File: src/hdl/kab_pkg.sv
// shared types, codes and saturation helpers of the angle and bias filter
package kab_pkg;

	localparam int OPW = 48;

	typedef enum logic [1:0] {
		REG_Q_ANGLE     = 2'd0,
		REG_Q_BIAS      = 2'd1,
		REG_R_MEASURE   = 2'd2,
		REG_START_ANGLE = 2'd3
	} reg_idx_t;

	typedef enum logic [3:0] {
		OP_RATE  = 4'd0,
		OP_M_ANG = 4'd1,
		OP_M_D11 = 4'd2,
		OP_INNER = 4'd3,
		OP_M_P00 = 4'd4,
		OP_M_P11 = 4'd5,
		OP_S     = 4'd6,
		OP_D_K0  = 4'd7,
		OP_D_K1  = 4'd8,
		OP_Y     = 4'd9,
		OP_M_CA  = 4'd10,
		OP_M_CB  = 4'd11,
		OP_M_C00 = 4'd12,
		OP_M_C10 = 4'd13,
		OP_M_C01 = 4'd14,
		OP_M_C11 = 4'd15
	} op_t;

	localparam int NUM_OPS = 16;

	typedef struct packed {
		logic start;
		logic wb;
		logic load;
		logic emit;
		op_t  op;
	} cmd_t;

	typedef struct packed {
		logic done;
		logic out_free;
	} status_t;

	function automatic logic op_is_alu(input op_t op);
		return (op == OP_RATE) || (op == OP_INNER) || (op == OP_S) || (op == OP_Y);
	endfunction

	function automatic logic op_is_div(input op_t op);
		return (op == OP_D_K0) || (op == OP_D_K1);
	endfunction

	function automatic logic signed [31:0] sat32(input logic signed [65:0] v);
		if (v > 66'sh7FFFFFFF) return 32'sh7FFFFFFF;
		if (v < -66'sh80000000) return 32'sh80000000;
		return v[31:0];
	endfunction

	function automatic logic signed [39:0] sat40(input logic signed [65:0] v);
		if (v > 66'sh7FFFFFFFFF) return 40'sh7FFFFFFFFF;
		if (v < -66'sh8000000000) return 40'sh8000000000;
		return v[39:0];
	endfunction

endpackage

File: src/hdl/kab_ctrl.sv
// sequencer that walks the filter operations one after another
module kab_ctrl import kab_pkg::*; (
	input  logic    clk,
	input  logic    arst_n,
	input  logic    in_valid,
	output logic    in_ready,
	input  status_t status,
	output cmd_t    cmd
);

	typedef enum logic [3:0] {
		S_IDLE  = 4'b0001,
		S_ISSUE = 4'b0010,
		S_WAIT  = 4'b0100,
		S_OUT   = 4'b1000
	} state_t;

	localparam op_t PROGRAM [NUM_OPS] = '{
		OP_RATE, OP_M_ANG, OP_M_D11, OP_INNER, OP_M_P00, OP_M_P11, OP_S, OP_D_K0,
		OP_D_K1, OP_Y, OP_M_CA, OP_M_CB, OP_M_C00, OP_M_C10, OP_M_C01, OP_M_C11
	};

	state_t     state_q;
	state_t     state_d;
	logic [3:0] step_q;
	logic [3:0] step_d;
	logic       last;

	assign last = step_q == 4'(NUM_OPS - 1);

	always_comb begin
		state_d   = state_q;
		step_d    = step_q;
		in_ready  = 1'b0;
		cmd.start = 1'b0;
		cmd.wb    = 1'b0;
		cmd.load  = 1'b0;
		cmd.emit  = 1'b0;
		cmd.op    = PROGRAM[step_q];
		unique case (state_q)
			S_IDLE: begin
				in_ready = 1'b1;
				if (in_valid) begin
					cmd.load = 1'b1;
					step_d   = '0;
					state_d  = S_ISSUE;
				end
			end
			S_ISSUE: begin
				cmd.start = 1'b1;
				if (op_is_alu(cmd.op)) begin
					if (last) state_d = S_OUT;
					else step_d = step_q + 4'd1;
				end else begin
					state_d = S_WAIT;
				end
			end
			S_WAIT: begin
				if (status.done) begin
					cmd.wb = 1'b1;
					if (last) begin
						state_d = S_OUT;
					end else begin
						step_d  = step_q + 4'd1;
						state_d = S_ISSUE;
					end
				end
			end
			S_OUT: begin
				if (status.out_free) begin
					cmd.emit = 1'b1;
					state_d  = S_IDLE;
				end
			end
			default: state_d = S_IDLE;
		endcase
	end

	always_ff @(posedge clk or negedge arst_n) begin
		if (!arst_n) begin
			state_q <= S_IDLE;
			step_q  <= '0;
		end else begin
			state_q <= state_d;
			step_q  <= step_d;
		end
	end

	a_onehot: assert property (@(posedge clk) disable iff (!arst_n) $onehot(state_q))
		else $error("state register not one-hot");
	a_load_seq: assert property (@(posedge clk) disable iff (!arst_n)
		cmd.load |=> (state_q == S_ISSUE) && (step_q == 4'd0))
		else $error("load did not restart the sequence");
	a_wait_hold: assert property (@(posedge clk) disable iff (!arst_n)
		(state_q == S_WAIT) && !status.done |=> (state_q == S_WAIT) && $stable(step_q))
		else $error("left wait without unit done");
	a_emit_free: assert property (@(posedge clk) disable iff (!arst_n)
		cmd.emit |-> status.out_free)
		else $error("result emitted over a pending transaction");

endmodule

File: config.mk
export PLATFORM = sky130hd
export DESIGN_NAME = kab_ctrl
export DESIGN_NICKNAME = d
export VERILOG_FILES = /design/src/hdl/kab_pkg.sv /design/src/hdl/kab_ctrl.sv
export SDC_FILE = /design/constraint.sdc
export NUM_CORES = 1
export LEC_CHECK = 0
export CAP_MARGIN = 0
export CORE_MARGIN = 2
export CORE_UTILIZATION = 50
export CTS_BUF_LIST = sky130_fd_sc_hd__clkbuf_16
export DETAILED_ROUTE_END_ITERATION = 8
export DONT_BUFFER_PORTS = 1
export SLEW_MARGIN = 30
export SYNTH_ARGS = -nofsm -noshare
export SYNTH_HDL_FRONTEND = slang
export SYNTH_SLANG_ARGS = --single-unit
File: constraint.sdc
create_clock -name clk -period 2.7 [get_ports clk]
set_input_delay 0.675 -clock clk [delete_from_list [all_inputs] [get_ports clk]]
set_output_delay 0.675 -clock clk [all_outputs]
set_load 0.005 [all_outputs]
==> results of run 1 <==
-- registers in the layout, indices dropped and copies added (netlist names) --
name	cells
step_q	4
state_q	4
-- kinds of logic after synthesis --
group	count (synthesis)	share of synthesized area (%)
multiplexers	1	1.69
adder cells (fa/ha/maj)	4	7.53
AO/OA/AOI/OAI	14	18.5
buffers and inverters	7	8.10
flip-flops	8	30.3
AND/OR/NAND/NOR	31	33.9
-- synth_stat cells --
master	count
dfrtp_1	7
nor2_1	7
ha_1	4
inv_1	4
nor3b_1	4
nand2_1	3
nand3_1	3
o21ai_0	3
a21oi_1	2
nor2b_2	2
nor4b_4	2
a211oi_1	1
a21o_1	1
a22o_1	1
a22oi_4	1
a31o_4	1
and2_2	1
and2b_2	1
and3_1	1
and4b_1	1
buf_12	1
buf_4	1
buf_6	1
dfstp_2	1
mux2_2	1
nand3b_1	1
nor2b_1	1
nor3_1	1
nor3_2	1
o21ai_2	1
o22ai_1	1
o31ai_1	1
o31ai_2	1
or2_2	1
or4b_1	1
-- cell type report --
class                           instances  area [um2]  share of cell area (%)
Clock inverter                          1        3.75                   0.519
Multi-Input combinational cell         50         409                    56.6
Inverter                                4        15.0                    2.08
Tap cell                               15        18.8                    2.60
Sequential cell                         8         201                    27.9
Clock buffer                            3        75.1                    10.4
-- per-stage QoR --
step / utilization [%] / worst slack [ns] / cells / power [uW]
final: 57.0 / 0.643 / 81 / 742
after global routing: 57.0 / 0.576 / 81 / 799
after CTS: 57.0 / 0.614 / 81 / 755
after detailed placement: 50.8 / 0.721 / 77 / 506
after global placement: 50.8 / 0.757 / 77 / 502
after floorplan: - / 0.877 / 65 / 468
-- routing by layer --
| layer | vias to the layer above | track usage, % |
|---|---|---|
| met5 | - | 0 |
| met4 | 0 | 0 |
| met3 | 0 | 7.78 |
| met2 | 11 | 30.2 |
| met1 | 233 | 19.5 |
| li1 | 235 | - |
-- power by group through the flow --
| stage | combinational [uW] | clock, uW | sequential [uW] |
|---|---|---|---|
| after global routing | 321 | 257 | 221 |
| after CTS | 289 | 248 | 217 |
| after detailed placement | 288 | 0 | 218 |
| final | 285 | 242 | 215 |
| after floorplan | 284 | 0 | 184 |
| after global placement | 285 | 0 | 217 |
-- cells in the final DEF (no fill, tap or decap), types with 2 or more instances in the layout --
cell type,instances
ha_1,4
nand3_1,3
dfrtp_1,7
a21oi_1,2
o21ai_0,3
nor3b_1,4
inv_1,5
nor2_1,7
nor4b_4,2
nor2b_2,2
nand2_1,3
clkbuf_16,3
-- worst max-delay path: cells and delay by family, from the launching register on --
| family | cells | cell delay (ns) |
|---|---|---|
| flops | 1 | 0.62 |
| simple gates | 2 | 0.54 |
-- final timing paths --
check | start | endpoint | slack [ns]
min reg2reg | state_q[0]$_DFFE_PN1P_ | state_q[0]$_DFFE_PN1P_ | 0.59
max in group asynchronous | arst_n | state_q[0]$_DFFE_PN1P_ | 2.39
min | arst_n | step_q[1]$_DFFE_PN0P_ | 0.14
min in group clk | status[1] | state_q[2]$_DFFE_PN0P_ | 0.57
max reg2reg | step_q[0]$_DFFE_PN0P_ | step_q[2]$_DFFE_PN0P_ | 0.73
max | state_q[0]$_DFFE_PN1P_ | cmd[5] | 0.64
==> results.cfg, run 1 <==
[placed_design]
place_area_um2 = 644
dp_hpwl_um = 923
io_buffers = 0
gp_congestion = 0.692

[drt]
dr_wl_met2_um = 593
m1WireLength_um = 477
top_layer = met3
drt_pass1_iterations = 3
wl_met3_um = 74
viasPerCell = 5.91
vias = 479
routed_wl_mm = 1.15
drtIter0Drc = 5
drc = 0
wl_per_cell_um = 14.1
postRouteAntennaNets = 0

[global_route]
grt_pass1_wl_mm = 1.84
grt_pass1_vias = 445
grt_overflow = 0
grt_max_degree = 12
track_usage_pct = 16.9
antenna_found_initial = 0

[min_path]
hold_class = primary input to asynchronous set/reset pin

[power_and_ir_drop]
switching_share_pct = 34.3
p_sw_uw = 255
p_clk_share_pct = 32.7
pwr-share-comb_pct = 38.4
power.internal_uw = 488
seqPwrFrac_pct = 28.9
pwr_density_cell_nw_per_um2 = 1030
leakagePower_uw = 0.000323
peakVddDrop_mv = 0.596

[floorplanning]
dieArea_um2 = 1640
die_w_um = 40.5
start_util_pct = 52.4
die-height_um = 40.5
io_pins = 14
row_count = 13
core_area_um2 = 1270

[clock_network]
ctsHoldBuffers = 0
cts_made_buffers = 3
clkSinkCount = 8
cts_max_path_buffers = 2
cts_tree = done
insertion_delay_ns = 0.23
htreeDepth = 1
ctsResizeCount = 0
clockRootBuffer = clkbuf_16
clkTransAtPathRegs_ns = 0.04
post_cts_buffers = 0

[synthesis]
synth_top_area_share_pct = 26.4
syn_area_um2 = 664
yosys_warnings = 0
ys_ff_latch = 8
synth_top_cell_by_area = dfrtp_1
ys_types = 35
syn_inst = 65
ys_seq_area_share_pct = 30.3
postSynthAreaPerCell_um2 = 10.2
synth.net_count = 74
yosys-top-cells-area = dfrtp_1 26%, ha_1 7.5%, nor4b_4 7.2%

[sta]
fin_crit_sh_pct = 76.2
finalSetupViolations = 0
hold_ws_ns = 0.144
relSlewSlack_pct = 74.2
worst_pin_slew_ns = 0.384
fin_setup_tns_ns = 0
finalMaxSlewViolations = 0
finClkSkew_ns = 0.00138
period_needed_ns = 2.06
rsz0062_at_grt = no
hold_viol = 0
fmax_mhz = 486

[critical_path]
slowest_stage = dfstp_2
cp_cell_sequence = nor4b_4 > and2_2
setup.worst_path.end_class = output port
cp.arrival_ns = 1.38
start_kind = register
required_ns = 2.03
critPathMaxStageDelay_ns = 0.62
crit_fanout = 8
reg2regPathDepth = 7
path_class = register to output port

[finish]
fillers = 120
num_antenna_cells = 0
drive_gt1_share_pct = 25.8
final_area_um2 = 723
nets = 76
area_delta_synth_final_pct = 8.85

[job]
cap_violations = 0

[outcome]
status = finished, final reports clean
(Power assumes the default switching activity.)
==> run 2, diff against run 1 <==
--- a/config.mk
+++ b/config.mk
@@ -5,11 +5,12 @@
 export SDC_FILE = /design/constraint.sdc
 export NUM_CORES = 1
 export LEC_CHECK = 0
+export ABC_AREA = 1
 export CAP_MARGIN = 0
-export CORE_MARGIN = 2
-export CORE_UTILIZATION = 50
+export CORE_AREA = 2 2 39 41
 export CTS_BUF_LIST = sky130_fd_sc_hd__clkbuf_16
 export DETAILED_ROUTE_END_ITERATION = 8
+export DIE_AREA = 0 0 41 43
 export DONT_BUFFER_PORTS = 1
 export SLEW_MARGIN = 30
 export SYNTH_ARGS = -nofsm -noshare
==> constraint.sdc (replaced) <==
create_clock -name clk -period 1.72 [get_ports clk]
set_input_delay 0.43 -clock clk [delete_from_list [all_inputs] [get_ports clk]]
set_output_delay 0.43 -clock clk [all_outputs]
set_load 0.005 [all_outputs]
==> results.cfg, run 2 <==
[power_and_ir_drop]
fin_total_pwr_uw = 1160
p_clk_share_pct = 33.0
peakVddDrop_mv = 1.23
leakagePower_uw = 0.000412
power.internal_uw = 711
pwr_density_cell_nw_per_um2 = 1580
switching_share_pct = 38.6
p_sw_uw = 447
pwr-share-comb_pct = 40.9
seqPwrFrac_pct = 26.1

[synthesis]
synth_top_family_by_area = simple AND/OR/NAND/NOR gates
synth_xor_area_share_pct = 1.39
synthSimpleGateAreaFrac_pct = 39.1
ys_ff_latch = 8
syn_area_um2 = 631
syn_inst = 90
async_flop_share_pct = 100
synth_edf_count = 0
ys_types = 19
synth.net_count = 99
postSynthAreaPerCell_um2 = 7.01
synthAdderAreaFrac_pct = 7.94
yosys-top-cells-area = dfrtp_1 28%, nand2_1 15%, inv_1 10%
yosys_warnings = 0
synth_top_cell_by_area = dfrtp_1
ys_seq_area_share_pct = 31.9
synth.area.mux_share_pct = 0
synth_top_area_share_pct = 27.8
synth_ff_type = dfrtp_1
yosys-top-cells-count = 25 x nand2_1, 17 x inv_1, 9 x nand3_1, 7 x dfrtp_1, 7 x nor2_1
synth-compound-area-share_pct = 7.74
synth.most_common_cell = nand2_1

[critical_path]
slowest_stage = dfstp_2
cp_cell_sequence = inv_1 > nor2_2 > nand2_1 > nor2_1
cp.arrival_ns = 1.15
worst-path-buf-inv = 1
crit_fanout = 4
crit_start = state_q[0]$_DFFE_PN1P_
setup.worst_path.end_class = output port
regToRegStartpoint = step_q[0]$_DFFE_PN0P_
path_class = register to output port
start_kind = register
required_ns = 1.29
critPathMaxStageDelay_ns = 0.52
crit_family = flip-flops

[sta]
fin_setup_tns_ns = 0
fmax_mhz = 631
fin_ws_ns = 0.136
hold_viol = 0
period_needed_ns = 1.58
fin_crit_sh_pct = 92.1
relSlewSlack_pct = 79.7
finalSetupViolations = 0
worst_pin_slew_ns = 0.304
finalMaxSlewViolations = 0
finClkSkew_ns = 0.00275
rsz0062_at_grt = no

[global_route]
grt_overflow = 0
grt_pass1_wl_mm = 1.90
grt_pass1_vias = 486
track_usage_pct = 15.5
antenna_found_initial = 0
grt_max_degree = 10

[drt]
vias = 524
wl_per_cell_um = 10.3
postRouteAntennaNets = 0
routed_wl_mm = 1.14
drc = 0
drtIter0Drc = 1
viasPerCell = 4.76
drt_pass1_iterations = 4

[floorplanning]
io_pins = 14
die_w_um = 41
start_util_pct = 45.6
die-height_um = 43
row_count = 14
core_area_um2 = 1380
dieArea_um2 = 1760

[clock_network]
post_cts_buffers = 0
htreeDepth = 1
clockRootBuffer = clkbuf_16
cts_max_path_buffers = 2
clkSinkCount = 8
insertion_delay_ns = 0.23
cts_tree = done
cts_made_buffers = 3
ctsResizeCount = 0
clkTransAtPathRegs_ns = 0.03

[min_path]
hold_class = primary input to asynchronous set/reset pin

[finish]
area_delta_synth_final_pct = 16.1
register_area_um2 = 201
layout_commonest_cell = nand2_1
num_antenna_cells = 0
final_cell_mix = 25 x nand2_1, 18 x inv_1, 9 x nand3_1, 7 x nor2_1, 7 x dfrtp_1
fin_util_pct = 52.9
nets = 104
drive_gt1_share_pct = 17.0
stdcell_count = 110
fillers = 138
multi_input_area_um2 = 354
largest_registers = state_q x4, step_q x4

[placed_design]
dp_hpwl_um = 949
dpl_worst_slack_ns = 0.233
io_buffers = 0
gp_congestion = 0.803
dpl.cell_count = 105

[job]
cap_violations = 0

[outcome]
status = finished, final reports clean
==> run 2: stage by stage <==
step / hold WS, ns / instance area, um2
2_1_floorplan: 0.134 / 631
3_3_place_gp: 0.135 / 643
3_5_place_dp: 0.135 / 643
4_1_cts: 0.0454 / 732
5_1_grt: 0.0400 / 732
6_report: 0.0484 / 732
==> run 2: layer usage <==
| layer | GRT usage [%] | part of all wire (%) | vias to the layer above |
|---|---|---|---|
| met4 | 2.00 | 0 | 0 |
| met5 | 0 | 0 | - |
| li1 | - | - | 281 |
| met3 | 5.76 | 3.9 | 0 |
| met1 | 16.7 | 46 | 233 |
| met2 | 27.8 | 50 | 10 |
==> run 2: final timing paths <==
path                                     endpoint  slack, ns  depth (start not counted)
setup / recovery                           cmd[5]       0.14                          4
hold / removal             state_q[0]$_DFFE_PN1P_       0.05                          0
setup reg to reg            step_q[2]$_DFFE_PN0P_       0.23                          8
hold reg to reg             step_q[3]$_DFFE_PN0P_       0.60                          2
max in group asynchronous  state_q[1]$_DFFE_PN0P_       0.97                          1
min in group clk           state_q[3]$_DFFE_PN0P_       0.47                          3
==> run 2: cells by family (layout without fill, tap and decap cells) <==
kind of cell             Yosys count  in the layout
flip-flops                         8              8
XOR/XNOR                           1              1
buffers and inverters             19             23
AO/OA/AOI/OAI                      7              7
adder cells (fa/ha/maj)            4              4
AND/OR/NAND/NOR                   51             51
==> run 2: area by class of cell <==
| class | count | area share [%] |
|---|---|---|
| Multi-Input combinational cell | 63 | 48.4 |
| Inverter | 18 | 9.23 |
| Clock buffer | 3 | 10.3 |
| Tap cell | 16 | 2.74 |
| Sequential cell | 8 | 27.5 |
| Clock inverter | 1 | 0.513 |
| Timing Repair Buffer | 1 | 1.37 |
==> run 2: power by group through the flow <==
stage / logic [uW] / registers, uW / clock network, uW
final: 473 / 302 / 383
after global routing: 552 / 310 / 401
after CTS: 483 / 304 / 388
after detailed placement: 476 / 306 / 0
after global placement: 475 / 306 / 0
after floorplan: 401 / 294 / 0
==> run 2: what timing repair did <==
item	CTS	global route
hold buffers	1	0
endpoints found under the hold margin	7	0
setup endpoints to repair	0	0
==> run 2: worst reg2reg max path, stage by stage (launching register included) <==
cell     delay [ns]
dfrtp_1        0.46
ha_1           0.28
nand3_1        0.13
nand3_1        0.08
nand2_1        0.06
inv_1          0.06
o21ai_4        0.21
nand2_1        0.08
nand2_1        0.08
